$ cat src/rtl/crc8fr_pkg.sv
// ----------------------------------------------------------------------------
// crc8fr_pkg
// Types, codes and the CRC-8 step of the length-prefixed frame receiver.
// ----------------------------------------------------------------------------
`timescale 1ns / 1ps
`default_nettype none

package crc8fr_pkg;

  // Receiver phases.
  typedef enum logic [2:0] {
    PHASE_HUNT = 3'd0,
    PHASE_LEN1 = 3'd1,
    PHASE_LEN2 = 3'd2,
    PHASE_LEN3 = 3'd3,
    PHASE_LEN4 = 3'd4,
    PHASE_CMD  = 3'd5,
    PHASE_DATA = 3'd6,
    PHASE_CRC  = 3'd7
  } phase_t;

  // Result status codes.
  typedef enum logic [1:0] {
    STATUS_NONE    = 2'd0,
    STATUS_COMMIT  = 2'd1,
    STATUS_CRC_BAD = 2'd2,
    STATUS_LEN_BAD = 2'd3
  } status_t;

  // Configuration register indexes.
  localparam logic [0:0] CFG_SYNC_BYTE  = 1'd0;
  localparam logic [0:0] CFG_MAX_LENGTH = 1'd1;

  localparam logic [7:0]  SYNC_BYTE_RESET  = 8'h58;
  localparam logic [31:0] MAX_LENGTH_RESET = 32'd2097147;

  // Reflected CRC-8 polynomial (Dallas/Maxim).
  localparam logic [7:0] CRC_POLY = 8'h8C;

  // Smallest legal length: command, one data byte, CRC byte.
  localparam logic [31:0] MIN_LENGTH = 32'd3;
  // Command and CRC bytes are not counted in the data phase.
  localparam logic [31:0] OVERHEAD = 32'd2;

  typedef struct packed {
    logic [7:0] rx_byte;
  } rx_item_t;

  typedef struct packed {
    logic [7:0] data_byte;
    logic       in_frame;
    status_t    status;
  } result_t;

  // One byte through the reflected CRC-8, LSB first.
  function automatic logic [7:0] crc8_update(input logic [7:0] crc, input logic [7:0] b);
    logic [7:0] v;
    v = crc ^ b;
    for (int i = 0; i < 8; i++) begin
      if (v[0]) begin
        v = (v >> 1) ^ CRC_POLY;
      end else begin
        v = v >> 1;
      end
    end
    return v;
  endfunction

endpackage

`default_nettype wire

$ cat src/rtl/crc8fr_stream_if.sv
// ----------------------------------------------------------------------------
// crc8fr_stream_if
// Valid/ready channel that carries one request payload per handshake.
// ----------------------------------------------------------------------------
`timescale 1ns / 1ps
`default_nettype none

interface crc8fr_stream_if #(
  parameter type payload_t = logic
) ();

  logic     valid;
  logic     ready;
  payload_t payload;

  modport source (output valid, output payload, input ready);
  modport sink   (input valid, input payload, output ready);

endinterface

`default_nettype wire

$ cat src/rtl/crc8_length_frame_receiver.sv
// ----------------------------------------------------------------------------
// crc8_length_frame_receiver
// Byte-stream deframer: sync byte, 32-bit length, command, data, CRC-8.
// ----------------------------------------------------------------------------
// One received byte goes in per request on rx_chan, and exactly one result
// comes out per byte on frame_chan: the byte itself, an in_frame mark and a
// status code (commit on a good CRC, drop on a bad CRC or a rejected length).
// The block takes a byte every clock cycle; a result appears in the cycle after
// its byte is taken. The per-byte path is one CRC-8 byte step plus 32-bit
// compares, all between the phase registers and the result register. rx_chan
// drops ready only while the result register is full and frame_chan stalls.
// sync_byte and max_length are written through the cfg port; a write takes
// effect at the next byte that looks at that register.
`timescale 1ns / 1ps
`default_nettype none

module crc8_length_frame_receiver (
  input  wire logic                  clk,
  input  wire logic                  rst,
  input  wire logic                  cfg_write,
  input  wire logic [0:0]            cfg_index,
  input  wire logic [31:0]           cfg_data,
  crc8fr_stream_if.sink              rx_chan,
  crc8fr_stream_if.source            frame_chan
);

  // Configuration registers.
  logic [7:0]  sync_byte;
  logic [31:0] max_length;

  // Frame tracking state.
  crc8fr_pkg::phase_t phase, phase_next;
  logic [31:0]        byte_count, count_next;
  logic [31:0]        frame_length, length_next;
  logic [31:0]        data_limit, limit_next;
  logic [7:0]         running_crc, crc_next;

  // Result register.
  logic                 out_valid;
  crc8fr_pkg::result_t  out_item;
  crc8fr_pkg::result_t  result_next;

  logic        rx_fire;
  logic [7:0]  c;
  logic [7:0]  crc_step;
  logic [31:0] len_full;

  // Take a new byte whenever the result register is empty or being drained.
  assign rx_chan.ready = !out_valid || frame_chan.ready;
  assign rx_fire       = rx_chan.valid && rx_chan.ready;

  assign frame_chan.valid   = out_valid;
  assign frame_chan.payload = out_item;

  assign c        = rx_chan.payload.rx_byte;
  assign crc_step = crc8fr_pkg::crc8_update(running_crc, c);
  // Length arrives big-endian: shift the new byte in at the bottom.
  assign len_full = {frame_length[23:0], c};

  // Configuration writes.
  always_ff @(posedge clk) begin
    if (rst) begin
      sync_byte  <= crc8fr_pkg::SYNC_BYTE_RESET;
      max_length <= crc8fr_pkg::MAX_LENGTH_RESET;
    end else if (cfg_write) begin
      if (cfg_index == crc8fr_pkg::CFG_SYNC_BYTE) begin
        sync_byte <= cfg_data[7:0];
      end
      if (cfg_index == crc8fr_pkg::CFG_MAX_LENGTH) begin
        max_length <= cfg_data;
      end
    end
  end

  // Next phase and the result for the byte on rx_chan.
  always_comb begin
    phase_next  = phase;
    count_next  = byte_count;
    length_next = frame_length;
    limit_next  = data_limit;
    crc_next    = running_crc;

    result_next.data_byte = c;
    result_next.in_frame  = 1'b1;
    result_next.status    = crc8fr_pkg::STATUS_NONE;

    case (phase)
      crc8fr_pkg::PHASE_HUNT: begin
        if (c == sync_byte) begin
          // Sync byte opens a frame and seeds the CRC.
          crc_next    = crc8fr_pkg::crc8_update(8'h00, c);
          count_next  = '0;
          length_next = '0;
          phase_next  = crc8fr_pkg::PHASE_LEN1;
        end else begin
          // Skip noise between frames.
          result_next.in_frame = 1'b0;
        end
      end
      crc8fr_pkg::PHASE_LEN1: begin
        length_next = len_full;
        crc_next    = crc_step;
        phase_next  = crc8fr_pkg::PHASE_LEN2;
      end
      crc8fr_pkg::PHASE_LEN2: begin
        length_next = len_full;
        crc_next    = crc_step;
        phase_next  = crc8fr_pkg::PHASE_LEN3;
      end
      crc8fr_pkg::PHASE_LEN3: begin
        length_next = len_full;
        crc_next    = crc_step;
        phase_next  = crc8fr_pkg::PHASE_LEN4;
      end
      crc8fr_pkg::PHASE_LEN4: begin
        length_next = len_full;
        crc_next    = crc_step;
        if (len_full >= crc8fr_pkg::MIN_LENGTH && len_full < max_length) begin
          // Precompute the data byte count so the data phase needs one compare.
          count_next = '0;
          limit_next = len_full - crc8fr_pkg::OVERHEAD;
          phase_next = crc8fr_pkg::PHASE_CMD;
        end else begin
          // Drop the frame and go back to hunting.
          result_next.status = crc8fr_pkg::STATUS_LEN_BAD;
          phase_next  = crc8fr_pkg::PHASE_HUNT;
          count_next  = '0;
          length_next = '0;
          crc_next    = '0;
        end
      end
      crc8fr_pkg::PHASE_CMD: begin
        crc_next   = crc_step;
        phase_next = crc8fr_pkg::PHASE_DATA;
      end
      crc8fr_pkg::PHASE_DATA: begin
        crc_next   = crc_step;
        count_next = byte_count + 32'd1;
        if (count_next >= data_limit) begin
          phase_next = crc8fr_pkg::PHASE_CRC;
        end
      end
      crc8fr_pkg::PHASE_CRC: begin
        // Trailing byte: commit on a CRC match, drop otherwise.
        result_next.status = (running_crc == c) ? crc8fr_pkg::STATUS_COMMIT
                                                : crc8fr_pkg::STATUS_CRC_BAD;
        phase_next  = crc8fr_pkg::PHASE_HUNT;
        count_next  = '0;
        length_next = '0;
        crc_next    = '0;
      end
      default: begin
        phase_next  = crc8fr_pkg::PHASE_HUNT;
        count_next  = '0;
        length_next = '0;
        crc_next    = '0;
      end
    endcase
  end

  // Advance the frame state on every accepted byte.
  always_ff @(posedge clk) begin
    if (rst) begin
      phase        <= crc8fr_pkg::PHASE_HUNT;
      byte_count   <= '0;
      frame_length <= '0;
      data_limit   <= '0;
      running_crc  <= '0;
    end else if (rx_fire) begin
      phase        <= phase_next;
      byte_count   <= count_next;
      frame_length <= length_next;
      data_limit   <= limit_next;
      running_crc  <= crc_next;
    end
  end

  // Result register: load on accept, release when the sink takes it.
  always_ff @(posedge clk) begin
    if (rst) begin
      out_valid <= 1'b0;
    end else if (rx_fire) begin
      out_valid <= 1'b1;
    end else if (frame_chan.ready) begin
      out_valid <= 1'b0;
    end
  end

  always_ff @(posedge clk) begin
    if (rx_fire) begin
      out_item <= result_next;
    end
  end

endmodule

`default_nettype wire

$ cat src/flat_wrapper.sv
// flat-port wrapper written by rule: the top's interface ports become plain ports
module crc8_length_frame_receiver_flat 
  (clk, rst, cfg_write, cfg_index, cfg_data, rx_chan_valid, rx_chan_payload, rx_chan_ready, frame_chan_valid, frame_chan_payload, frame_chan_ready);
  crc8fr_stream_if #(.payload_t(crc8fr_pkg::rx_item_t)) rx_chan_i ();
  crc8fr_stream_if #(.payload_t(crc8fr_pkg::result_t)) frame_chan_i ();
  input  wire logic clk;
  input  wire logic rst;
  input  wire logic cfg_write;
  input  wire logic [0:0] cfg_index;
  input  wire logic [31:0] cfg_data;
  input wire logic [$bits(rx_chan_i.valid)-1:0] rx_chan_valid;
  input wire logic [$bits(rx_chan_i.payload)-1:0] rx_chan_payload;
  output wire logic [$bits(rx_chan_i.ready)-1:0] rx_chan_ready;
  output wire logic [$bits(frame_chan_i.valid)-1:0] frame_chan_valid;
  output wire logic [$bits(frame_chan_i.payload)-1:0] frame_chan_payload;
  input wire logic [$bits(frame_chan_i.ready)-1:0] frame_chan_ready;
  assign rx_chan_i.valid = rx_chan_valid;
  assign rx_chan_i.payload = rx_chan_payload;
  assign rx_chan_ready = rx_chan_i.ready;
  assign frame_chan_valid = frame_chan_i.valid;
  assign frame_chan_payload = frame_chan_i.payload;
  assign frame_chan_i.ready = frame_chan_ready;
  crc8_length_frame_receiver u_core (.clk(clk), .rst(rst), .cfg_write(cfg_write), .cfg_index(cfg_index), .cfg_data(cfg_data), .rx_chan(rx_chan_i), .frame_chan(frame_chan_i));
endmodule
$ cat config.mk
export PLATFORM = sky130hd
export DESIGN_NAME = crc8_length_frame_receiver_flat
export DESIGN_NICKNAME = d
export VERILOG_FILES = /design/src/rtl/crc8fr_pkg.sv /design/src/rtl/crc8fr_stream_if.sv /design/src/rtl/crc8_length_frame_receiver.sv /design/src/flat_wrapper.sv
export SDC_FILE = /design/constraint.sdc
export NUM_CORES = 1
export LEC_CHECK = 0
export ABC_AREA = 1
export BUFFER_PORTS_ARGS = -buffer_cell sky130_fd_sc_hd__buf_2
export CAP_MARGIN = 0
export CELL_PAD_IN_SITES_DETAIL_PLACEMENT = 1
export CELL_PAD_IN_SITES_GLOBAL_PLACEMENT = 2
export CORE_UTILIZATION = 31
export DETAILED_ROUTE_END_ITERATION = 10
export GPL_ROUTABILITY_DRIVEN = 0
export GPL_TIMING_DRIVEN = 0
export PLACE_DENSITY_LB_ADDON = 0.08
export REMOVE_ABC_BUFFERS = 1
export SLEW_MARGIN = 20
export SYNTH_ARGS = -nofsm -noshare
export SYNTH_HDL_FRONTEND = slang
export SYNTH_SLANG_ARGS = --single-unit
$ cat constraint.sdc
create_clock -name clk -period 2.42 [get_ports clk]
set_input_delay 0.363 -clock clk [delete_from_list [all_inputs] [get_ports clk]]
set_output_delay 0.363 -clock clk [all_outputs]
set_load 0.02 [all_outputs]
* Yosys cells after proc, flatten, opt, wreduce, memory -nomap -nowiden *
Cells that the tools add are included.

storage, ports and cells
  flip-flop bits (word level) = 151
  output and inout bits = 13

cells by class
  eq/ne operators = 11
  bitwise gates (word level) = 18
  mux-type cells = 47
  add/sub/neg operators = 2
  reduce and logical (&&, ||, !) cells = 18
  order comparisons = 3

operators by type and width
  kind                                                                 count
  2-to-1 mux 8 bit                                                     32
  one-hot mux 24 bit (4 select lines)                                  1
  one-hot mux 32 bit (3 select lines)                                  1
  NOT 2 -> 3 bit                                                       16
  adder 32 x 1 -> 32 bit (second input constant)                       1
  greater-or-equal comparator 32 x 2 -> 1 bit (second input constant)  1
  greater-or-equal comparator 32 bit                                   1
  < comparator 32 bit                                                  1
  2-to-1 mux 32 bit                                                    1
  one-hot mux 8 bit (4 select lines)                                   1
  subtractor 32 x 2 -> 32 bit (second input constant)                  1
  2-to-1 mux 24 bit                                                    1
  one-hot mux 3 bit (8 select lines)                                   1
  == test 8 bit                                                        2
  == test 3 bit (second input constant)                                4
  AND reduction 3 bit                                                  4
  2-to-1 mux 3 bit                                                     3
  XOR 8 bit                                                            1
  == test 3 x 2 -> 1 bit (second input constant)                       2
  AND reduction 2 bit                                                  3
  OR reduction 5 bit                                                   1
  2-to-1 mux 2 bit                                                     2
  != test 2 x 1 -> 1 bit (second input constant)                       2
  one-hot mux 2 bit (2 select lines)                                   1
  12 further kinds                                                     15

* Logic depth before layout (Yosys ltp) *
Gate-level depths: netlist of the first run.

  depth in word-level cells = 32
  mapped depth = 23
  depth with buffers taken out = 23

* Worst setup path after synthesis of the first run *
OpenSTA, ideal clock, no wires.

  path kind = register -> register
  from = register u_core.byte_count[0]
  to = register u_core.phase[2]
  arrival = 2570 ps
  library setup time = 117 ps
  stages on the path, launching flop included = 22
  path buffers = 0
  slack = -266 ps
  data required time = 2303 ps
  cell sequence = dfxtp_1 nand3_2 nor2_4 nand2_2 nor2_4 nand2_4 nor2_8 nand3b_2 inv_1 nand3_1 and2_1 ha_1 nand2_1 nor3_1 nor2b_1 nand2_1 nand4_1 nand2_1 inv_1 nand2_1 nand2_1 nor2_1

between the ends
  word-level cells in the longest chain between the ends = 4

ends and longest elaborated chain
  item                                     RTL line                           RTL
  start: declaration                       crc8_length_frame_receiver.sv:33   logic [31:0] byte_count, count_next;
  start signal: assignment                 crc8_length_frame_receiver.sv:171  byte_count <= count_next;
  adder 32 x 1 -> 32 bit                   crc8_length_frame_receiver.sv:138  count_next = byte_count + 32'd1;
  greater-or-equal comparator 32 bit       crc8_length_frame_receiver.sv:139  if (count_next >= data_limit) begin
  != test 2 x 1 -> 1 bit (no source line)  -
  AND reduction 3 bit (no source line)     -
  end signal: assignment                   crc8_length_frame_receiver.sv:164  phase <= crc8fr_pkg::PHASE_HUNT;
  end signal: assignment                   crc8_length_frame_receiver.sv:170  phase <= phase_next;
  end: declaration                         crc8_length_frame_receiver.sv:32   crc8fr_pkg::phase_t phase, phase_next;

No other way between the ends.
A chain may end at the register's enable or synchronous reset.

* Worst setup path in the final report of the first run *
Ends and elaborated chain as after synthesis.

==> impl_metrics.py, run 1 <==
metrics = {
    "sta": {
        "worst_slack_ns": -0.386,
        "fmaxAchievable_ghz": 0.356,
        "finalSetupViolations": 3,
        "finalHoldViolations": 0,
        "period_share_pct": 116,
        "slew_viol_final": 0,
        "tightestPinTransition_ns": 0.859,
        "slew_headroom_pct": 42.6,
        "rsz0062_at_grt": "true",
        "finClkSkew_ns": 0.0121,
        "final.min_clock_period_ns": 2.81,
    },
    "power": {
        "irDropWorstVdd_uv": 485,
        "p_total_w": 0.00636,
        "powerDensity_mw_per_mm2": 538,
        "p_leak_nw": 5.78,
    },
    "clock_tree": {
        "clk_pin_slew_worst_paths_ns": 0.06,
        "clockBufferDepth": 2,
        "clock-sinks": 151,
        "clk-insertion-delay-late_ns": 0.44,
        "clock_tree.root_cell": "clkbuf_16",
        "cts_tree": "built",
        "numCtsBuffers": 17,
        "htreeDepth": 4,
    },
    "finish": {
        "area.growth.synth_to_final_pct": 21.7,
        "drive_above_1_share_pct": 17.9,
        "finalNonFillerCells": 1913,
        "fill_cells": 3877,
        "fin_nets": 1615,
        "post-route-cell-area_mm2": 0.0118,
        "antennaDiodeCount": 0,
    },
    "global_routing": {
        "overflow": 0,
        "antenna_found_initial": 0,
        "grt_max_degree": 79,
        "grt_pass1_wl_um": 47000,
        "track_usage_pct": 19.1,
        "grt_pass1_vias": 8739,
    },
    "detailed_routing": {
        "drt-pass1-iter-count": 4,
        "avgViaCountPerCell": 4.65,
        "ant_nets": 0,
        "wirelength_um": 29400,
        "route.vias.total": 8901,
        "drt_iter0_drc": 412,
        "drc_errors": 0,
        "wl_per_cell_um": 15.3,
    },
    "outcome": {
        "status": "complete, but fails checks",
        "violations": "negative setup slack",
    },
    "yosys": {
        "syn_area_mm2": 0.00971,
        "syn_area_per_cell_um2": 6.75,
        "synth_top_area_share_pct": 28.9,
        "netlist_instances": 1439,
        "ys_seq_area_share_pct": 32.3,
        "ys_ff_latch": 151,
        "synth_cell_type_count": 43,
        "netlist_top_cells_area": "dfxtp_1 29%, nand2_1 15%, ha_1 8.4%, inv_1 8.0%, nor2_1 6.1%",
        "yosysWarnings": 0,
        "synth_top_cell_by_area": "dfxtp_1",
    },
    "critical_path": {
        "criticalPathCategory": "reg2reg",
        "worstPathArrival_ns": 3.13,
        "start_kind": "flop",
        "end_kind": "flop",
        "critical_path_required_ns": 2.74,
        "path_max_fanout": 5,
    },
    "die": {
        "core-area_mm2": 0.0307,
        "fp.dieArea_mm2": 0.0320,
        "fp.dieH_um": 179,
        "die-width_um": 179,
        "io_pins": 59,
        "start_util_pct": 31.7,
        "fp-row-count": 64,
    },
    "run": {
        "cap_violations": 0,
    },
    "worst_hold_path": {
        "hold_path.class": "in2reg",
    },
    "place": {
        "dp_hpwl_um": 19800,
        "port_buffers": 58,
        "dpl_worst_slack_ns": -1.19,
        "dp_cells": 1838,
        "placed_area_mm2": 0.0103,
    },
}
[cells in the mapped netlist, drive strengths merged]
cell,instances
nand3b,2
a21o,2
nor2,167
nor3,19
buf,37
nor4,1
ha,65
xnor2,19
and2,2
o21bai,1
dfxtp,140
nand3,60
xor2,66
nand2,383
edfxtp,11
clkinv,2
a21oi,107
nor2b,2
o211ai,21
o21ai,45
clkbuf,20
o21a,3
or2,1
nand4,46
inv,216
a31oi,1
[flip-flops by register name, indices dropped and copies added, names as in the netlist]
register                   count
u_core.frame_chan.valid        1
u_core.data_limit             32
u_core.sync_byte               8
u_core.max_length             32
u_core.frame_length           24
u_core.frame_chan.payload     11
u_core.byte_count             32
u_core.phase                   3
u_core.running_crc             8
[area by class of cell]
| type | instances | area [um^2] | share of cell area [%] |
|---|---|---|---|
| multi-input cells | 1016 | 5980 | 50.6 |
| flip-flops and latches | 151 | 3210 | 27.2 |
| inverters | 218 | 837 | 7.08 |
| repair buffers | 100 | 702 | 5.94 |
| well taps | 396 | 495 | 4.19 |
| clock buffers | 19 | 433 | 3.66 |
| clock inverters | 13 | 160 | 1.36 |
[stage by stage]
step                hold WS (ns)  util [%]  TNS (ns)
finish                     0.145      38.5     -1.14
global route               0.137      38.5     -6.15
CTS                        0.125      36.9     -3.60
detailed placement         0.454      33.5    -69.06
global placement           0.450      33.3   -238.43
floorplan                  0.432         -    -13.58
[kinds of logic (layout without fill, tap and decap cells)]
group | Yosys count | in the layout | synth area share (%)
buf+inv | 275 | 350 | 11.4
fa+ha+maj | 65 | 65 | 8.37
xor+xnor | 85 | 85 | 7.82
simple gates | 683 | 686 | 30.2
flops | 151 | 151 | 32.3
compound gates | 180 | 180 | 9.98
[layout by cell type, fill, tap and decap left out, drive strengths merged, types with 2 or more instances in the layout]
master	n
bufinv	4
dfxtp	140
nor2	168
o21ai	45
nand3	60
xnor2	19
nand4	48
nand3b	2
clkinvlp	2
xor2	66
o21a	3
ha	65
nand2	383
buf	99
clkbuf	20
a21o	2
clkinv	10
and2	2
o211ai	21
edfxtp	11
inv	215
nor2b	2
nor3	19
a21oi	107
[power by group]
part           internal [W]  leakage, nW  switching (W)
clock network       0.00170        0.286        0.00110
registers           0.00259         1.27      0.0000529
logic              0.000317         4.23       0.000600
[metal layers]
layer	vias to the layer above	track usage, %	part of all wire (%)
li1	4684	-	-
met1	4130	26.5	51
met2	71	30.6	46
met3	16	3.27	1.9
met4	0	4.13	0.91
met5	-	0	0
[repair_timing]
item,CTS,global route
hold buffers,0,0
gates cloned,3,1
pin swaps,20,28
setup endpoints to repair,96,94
setup buffers,20,19
resized for setup,61,95
[critical path, cell delays in order (launching register included)]
cell      delay, ns
dfxtp_4        0.38
nand3_4        0.09
nor2_4         0.13
nand2_4        0.07
nor2_4         0.12
nand2_4        0.08
nor2_8         0.12
nand3b_4       0.14
inv_4          0.10
nand3_2        0.06
and2_4         0.15
ha_4           0.27
nand2_4        0.06
nor3_4         0.22
nor2b_4        0.22
nand2_1        0.07
nand4_1        0.09
nand2_1        0.06
inv_2          0.09
nand2_1        0.05
nand2_1        0.05
nor2_1         0.05
[worst paths after layout]
path,from,to,slack [ns],cells after the start
setup / recovery,u_core.byte_count[0],u_core.phase[2],-0.39,21
hold / removal,cfg_data[12],u_core.max_length[12],0.14,3
setup reg to reg,u_core.byte_count[0],u_core.phase[2],-0.39,21
hold reg to reg,u_core.max_length[21],u_core.max_length[21],0.46,2
Power figures use the tool's default switching activity.
==> inputs of run 2 (changes only) <==
Settings changed: CORE_UTILIZATION 31 to 35, CTS_CLUSTER_DIAMETER set to 80.
Clock period 2.42 ns to 3.2 ns, I/O delays scaled along.
==> run 2 against run 1 <==
Compared with the run above:
- largest cell class unchanged
- setup slack improved by 0.62 ns
- die area decreased by 11%
- via count decreased by 0.26%
- the run now ends clean
- combinational power is 33% lower
- sequential cell count unchanged
- sequential power down 24%
==> impl_metrics.py, run 2 (synthesis results as in run 1) <==
metrics = {
    "outcome": {
        "status": "complete, no violations",
    },
    "finish": {
        "final_cell_mix": "372 x nand2_1, 203 x inv_1, 154 x nor2_1, 133 x dfxtp_1, 106 x a21oi_1",
        "post-route-cell-area_mm2": 0.0111,
        "antennaDiodeCount": 0,
        "area.growth.synth_to_final_pct": 14.6,
        "finalNonFillerCells": 1856,
        "drive_above_1_share_pct": 10.8,
        "layout_commonest_cell": "nand2_1",
        "top_regs": "u_core.byte_count (32), u_core.data_limit (32), u_core.max_length (32)",
        "fin_nets": 1582,
    },
    "power": {
        "powerDensity_mw_per_mm2": 433,
        "p_leak_nw": 5.55,
        "irDropWorstVdd_uv": 358,
        "p_total_w": 0.00482,
    },
    "sta": {
        "tightestPinTransition_ns": 0.884,
        "fin_hold_ws_ns": 0.265,
        "final.min_clock_period_ns": 2.97,
        "slew_viol_final": 0,
        "slew_headroom_pct": 41.0,
        "finalHoldViolations": 0,
        "period_share_pct": 92.8,
        "fmaxAchievable_ghz": 0.337,
        "rsz0062_at_grt": "true",
        "finClkSkew_ns": 0.0196,
        "finalSetupViolations": 0,
    },
    "clock_tree": {
        "numCtsBuffers": 17,
        "cts_tree": "built",
        "clk-insertion-delay-late_ns": 0.43,
        "clockBufferDepth": 2,
        "clk_pin_slew_worst_paths_ns": 0.07,
        "htreeDepth": 4,
        "clock-sinks": 151,
        "cts_hold_buf": 0,
        "clock_tree.root_cell": "clkbuf_16",
    },
    "critical_path": {
        "r2r_slack_ns": 0.23,
        "end_kind": "flop",
        "r2r-start": "u_core.byte_count[2]",
        "criticalPathCategory": "reg2reg",
        "worstRegToRegCells": 21,
        "critical_path_required_ns": 3.55,
        "start_kind": "flop",
        "worstPathArrival_ns": 3.32,
        "crit_chain": "nand3_2, nor2_4, nand2_4, nor2_4, nand2_4, nor2_8, nand3b_4, inv_4, nand3_1, and2_4, ha_1, nand2_2, o21bai_1, nand3_1, a21oi_2, nand4_1, nand2_1, inv_2, nand2_1, nand2_1, nor2_1",
        "crit_path_frequent_cell": "nand2_1",
        "slowest_delay_ns": 0.38,
        "path_max_fanout": 5,
        "r2r_end": "u_core.phase[2]",
        "critPathSlowestCell": "dfxtp_4",
    },
    "detailed_routing": {
        "route.vias.total": 8878,
        "drt-pass1-iter-count": 5,
        "wirelength_um": 28000,
        "ant_nets": 0,
        "drt_iter0_drc": 432,
        "drc_errors": 0,
        "wl_per_cell_um": 15.1,
        "avgViaCountPerCell": 4.78,
    },
    "place": {
        "placed_area_mm2": 0.0103,
        "dp_hpwl_um": 19200,
        "dp_cells": 1814,
        "port_buffers": 58,
    },
    "worst_hold_path": {
        "hold_path.class": "in2reg",
        "hold_path_depth": 3,
        "hold_start": "cfg_data[20]",
        "whs_endpoint": "u_core.max_length[20]",
    },
    "die": {
        "fp.dieArea_mm2": 0.0284,
        "io_pins": 59,
        "die-width_um": 169,
        "fp.dieH_um": 169,
        "start_util_pct": 35.8,
        "fp-row-count": 60,
        "core-area_mm2": 0.0271,
    },
    "global_routing": {
        "grt_pass1_vias": 8799,
        "antenna_found_initial": 0,
        "grt_max_degree": 79,
        "grt_pass1_wl_um": 45700,
        "track_usage_pct": 20.3,
        "overflow": 0,
    },
    "run": {
        "cap_violations": 0,
    },
}
==> run 2: where the power goes <==
| group | leakage (nW) | switching [W] | internal (W) | total, W |
|---|---|---|---|---|
| Clock | 0.301 | 0.000886 | 0.00133 | 0.00221 |
| Combinational | 4.00 | 0.000423 | 0.000189 | 0.000612 |
| Sequential | 1.25 | 0.0000383 | 0.00196 | 0.00200 |
| Total | 5.55 | 0.00135 | 0.00348 | 0.00482 |
==> run 2: stage by stage <==
step	TNS (ns)	setup WS (ns)	utilization, %
3_3_place_gp	-133.11	-1.71	37.6
3_5_place_dp	-13.20	-0.521	37.8
2_1_floorplan	0	0.353	-
6_report	0	0.229	41.1
4_1_cts	-0.0121	-0.0121	40.4
5_1_grt	-0.0758	-0.0498	41.1
==> run 2: cell type report <==
class	count	area, um^2
fill	3477	16000
multi-input combinational	1017	5680
sequential	151	3150
inverter	218	830
clock buffer	22	487
tap	372	465
timing repair buffer	66	385
clock inverter	10	141
==> run 2: worst max-delay path by stage <==
stage                          from                     to  slack, ns  cells past startpoint
2_1_floorplan       u_core.phase[0]  u_core.data_limit[13]       0.35                      6
3_3_place_gp                    rst   u_core.data_limit[7]      -1.71                      4
3_5_place_dp     rx_chan_payload[7]   u_core.data_limit[7]      -0.52                     11
4_1_cts        u_core.byte_count[2]        u_core.phase[2]      -0.01                     21
5_1_grt        u_core.byte_count[2]        u_core.phase[2]      -0.05                     21
6_report       u_core.byte_count[2]        u_core.phase[2]       0.23                     21
==> run 2: per-layer routing <==
| metal | up-vias | part of all wire (%) | track usage, % |
|---|---|---|---|
| met5 | - | 0 | 0 |
| met4 | 0 | 1.0 | 4.90 |
| met3 | 21 | 1.9 | 2.10 |
| met2 | 80 | 46 | 33.5 |
| met1 | 4162 | 51 | 28.3 |
| li1 | 4615 | - | - |
==> run 2: repair_timing <==
item                                    CTS  global route
cloned                                    1             3
pin swaps                                 1             7
resized for setup                        14            27
setup buffers                             0             6
endpoints found under the setup margin   35            59
endpoints found under the hold margin     0             0
==> run 2: worst max-delay path: cells and delay by family (launching register included) <==
family	cells	cell delay, ns
compound gates	2	0.28
simple gates	16	1.80
flops	1	0.38
buf+inv	2	0.14
fa+ha+maj	1	0.29
==> inputs of run 3 (changes only) <==
Settings changed: SETUP_SLACK_MARGIN set to 0.3.
==> run 3 against run 2 <==
Compared with the run above:
- critical path depth unchanged
- clock power about the same
- final area increased by 2.3%
- first-iteration DRC count increased by 13%
- core utilization increased by 0.93 points
- worst hold slack got worse by 0.00098 ns
- clock skew decreased by 0.0010 ns
- global-route usage increased by 0.67 points
- final cell count increased by 0.75%
- count of clock-buffer cells in the layout unchanged
- non-clock buffer count increased by 14
- largest cell class unchanged
==> impl_metrics.py, run 3 (synthesis results as in run 1) <==
metrics = {
    "outcome": {
        "status": "complete, no violations",
    },
    "sta": {
        "slew_viol_final": 0,
        "finClkSkew_ns": 0.0185,
        "tightestPinTransition_ns": 0.904,
        "worst_slack_ns": 0.366,
        "finalSetupViolations": 0,
        "period_share_pct": 88.6,
        "final.min_clock_period_ns": 2.83,
        "fmaxAchievable_ghz": 0.353,
        "finalHoldViolations": 0,
        "slew_headroom_pct": 39.7,
        "fin_tns_setup_ns": 0,
        "rsz0062_at_grt": "true",
    },
    "die": {
        "fp.dieArea_mm2": 0.0284,
        "die-width_um": 169,
        "io_pins": 59,
        "start_util_pct": 35.8,
        "core-area_mm2": 0.0271,
        "fp-row-count": 60,
        "fp.dieH_um": 169,
    },
    "global_routing": {
        "grt_pass1_wl_um": 47100,
        "overflow": 0,
        "antenna_found_initial": 0,
        "track_usage_pct": 21.0,
        "grt_pass1_vias": 8981,
        "grt_max_degree": 79,
    },
    "critical_path": {
        "path_max_fanout": 5,
        "worstRegToRegCells": 21,
        "r2r_end": "u_core.phase[2]",
        "criticalPathCategory": "reg2reg",
        "worstPathArrival_ns": 3.14,
        "critical_path_required_ns": 3.50,
        "r2r-start": "u_core.byte_count[0]",
        "end_kind": "flop",
        "r2r_slack_ns": 0.37,
        "start_kind": "flop",
    },
    "power": {
        "switching_share_pct": 27.9,
        "internal-power_w": 0.00349,
        "irDropWorstVdd_uv": 360,
        "powerDensity_mw_per_mm2": 425,
        "power_frac_seq_pct": 41.3,
        "p_leak_nw": 5.66,
        "combPwrFrac_pct": 13.1,
        "switching_power_w": 0.00135,
        "pwr-share-clk_pct": 45.6,
    },
    "clock_tree": {
        "cts_hold_buf": 0,
        "clock_tree.root_cell": "clkbuf_16",
        "clk_pin_slew_worst_paths_ns": 0.07,
        "numCtsBuffers": 17,
        "cts_tree": "built",
        "clk-insertion-delay-late_ns": 0.43,
        "clockBufferDepth": 2,
        "htreeDepth": 4,
        "clock-sinks": 151,
    },
    "finish": {
        "layout_commonest_cell": "nand2_1",
        "top_regs": "u_core.byte_count (32), u_core.data_limit (32), u_core.max_length (32)",
        "regArea_mm2": 0.00316,
        "fin_nets": 1596,
        "multiInputGateArea_mm2": 0.00578,
        "drive_above_1_share_pct": 13.6,
        "final_cell_mix": "370 x nand2_1, 201 x inv_1, 147 x nor2_1, 121 x dfxtp_1, 106 x a21oi_1",
        "area.growth.synth_to_final_pct": 17.2,
        "antennaDiodeCount": 0,
        "fill_cells": 3465,
    },
    "worst_hold_path": {
        "hold_start": "cfg_data[20]",
        "hold_path_depth": 3,
        "whs_endpoint": "u_core.max_length[20]",
        "hold_path.class": "in2reg",
    },
    "detailed_routing": {
        "avgViaCountPerCell": 4.77,
        "route.vias.total": 8920,
        "wl_per_cell_um": 15.2,
        "drt-pass1-iter-count": 4,
        "ant_nets": 0,
        "drc_errors": 0,
        "wirelength_um": 28400,
        "drt_iter0_drc": 489,
    },
    "place": {
        "port_buffers": 58,
        "dp_hpwl_um": 19200,
        "dpl_worst_slack_ns": -0.521,
    },
    "run": {
        "cap_violations": 0,
    },
}
[run 3: changes by cell type in the layout (fill, tap and decap cells not counted), sizes merged]
cell  delta
buf     +14
[run 3: power by group through the flow]
stage | Sequential (W) | Combinational (W) | Clock, W
after global placement | 0.00204 | 0.000587 | 0
after detailed placement | 0.00204 | 0.000597 | 0
after global routing | 0.00201 | 0.000722 | 0.00235
final | 0.00200 | 0.000635 | 0.00221
after floorplan | 0.00205 | 0.000385 | 0
after CTS | 0.00200 | 0.000623 | 0.00227
[run 3: layout make-up]
cell class                 instances  area share [%]
multi-input combinational       1017            50.8
sequential                       151            27.8
inverter                         218            7.31
timing repair buffer              80            4.53
clock buffer                      22            4.28
tap                              372            4.09
clock inverter                    10            1.24
[run 3: how the worst max path moves through the flow]
| stage | startpoint | end | slack, ns | depth (start not counted) |
|---|---|---|---|---|
| 3_3_place_gp | rst | u_core.data_limit[7] | -1.71 | 4 |
| 6_report | u_core.byte_count[0] | u_core.phase[2] | 0.37 | 21 |
| 3_5_place_dp | rx_chan_payload[7] | u_core.data_limit[7] | -0.52 | 11 |
| 2_1_floorplan | u_core.phase[0] | u_core.data_limit[13] | 0.35 | 6 |
| 5_1_grt | u_core.byte_count[0] | u_core.phase[2] | 0.08 | 21 |
| 4_1_cts | u_core.byte_count[0] | u_core.phase[2] | 0.24 | 21 |
[run 3: repair_timing]
item                       4_1_cts  5_1_grt
gates resized for setup         44       32
pin swaps                       15        9
buffers inserted                 9       11
cloned                           4        0
setup endpoints to repair       56       59
[run 3: per-stage QoR]
| step | instance area, um^2 | power (W) | hold WS (ns) | utilization, % | std cells |
|---|---|---|---|---|---|
| after floorplan | 9420 | 0.00243 | 0.435 | - | 1382 |
| after global placement | 10200 | 0.00263 | 0.450 | 37.6 | 1812 |
| after detailed placement | 10300 | 0.00264 | 0.460 | 37.8 | 1814 |
| after CTS | 11200 | 0.00489 | 0.252 | 41.3 | 1859 |
| after global routing | 11400 | 0.00507 | 0.272 | 42.0 | 1870 |
| final | 11400 | 0.00484 | 0.264 | 42.0 | 1870 |
[run 3: worst max-delay path, cell delays in order, from the launching register on]
cell and delay [ns]:
dfxtp_4 0.39, nand3_4 0.08, nor2_4 0.15, nand2_4 0.07
nor2_4 0.13, nand2_4 0.09, nor2_8 0.12, nand3b_4 0.14
inv_4 0.09, nand3_2 0.06, and2_4 0.16, ha_4 0.26
nand2_2 0.07, nor3_4 0.21, nor2b_4 0.19, nand2_1 0.05
nand4_1 0.08, nand2_1 0.06, inv_2 0.11, nand2_1 0.06
nand2_1 0.06, nor2_1 0.07
[run 3: routing by layer]
layer | part of all wire (%) | GRT usage (%) | vias up
met4 | 0.97 | 4.86 | 0
met5 | 0 | 0 | -
met3 | 1.6 | 2.10 | 21
met1 | 51 | 28.9 | 4184
met2 | 47 | 35.3 | 68
li1 | - | - | 4647
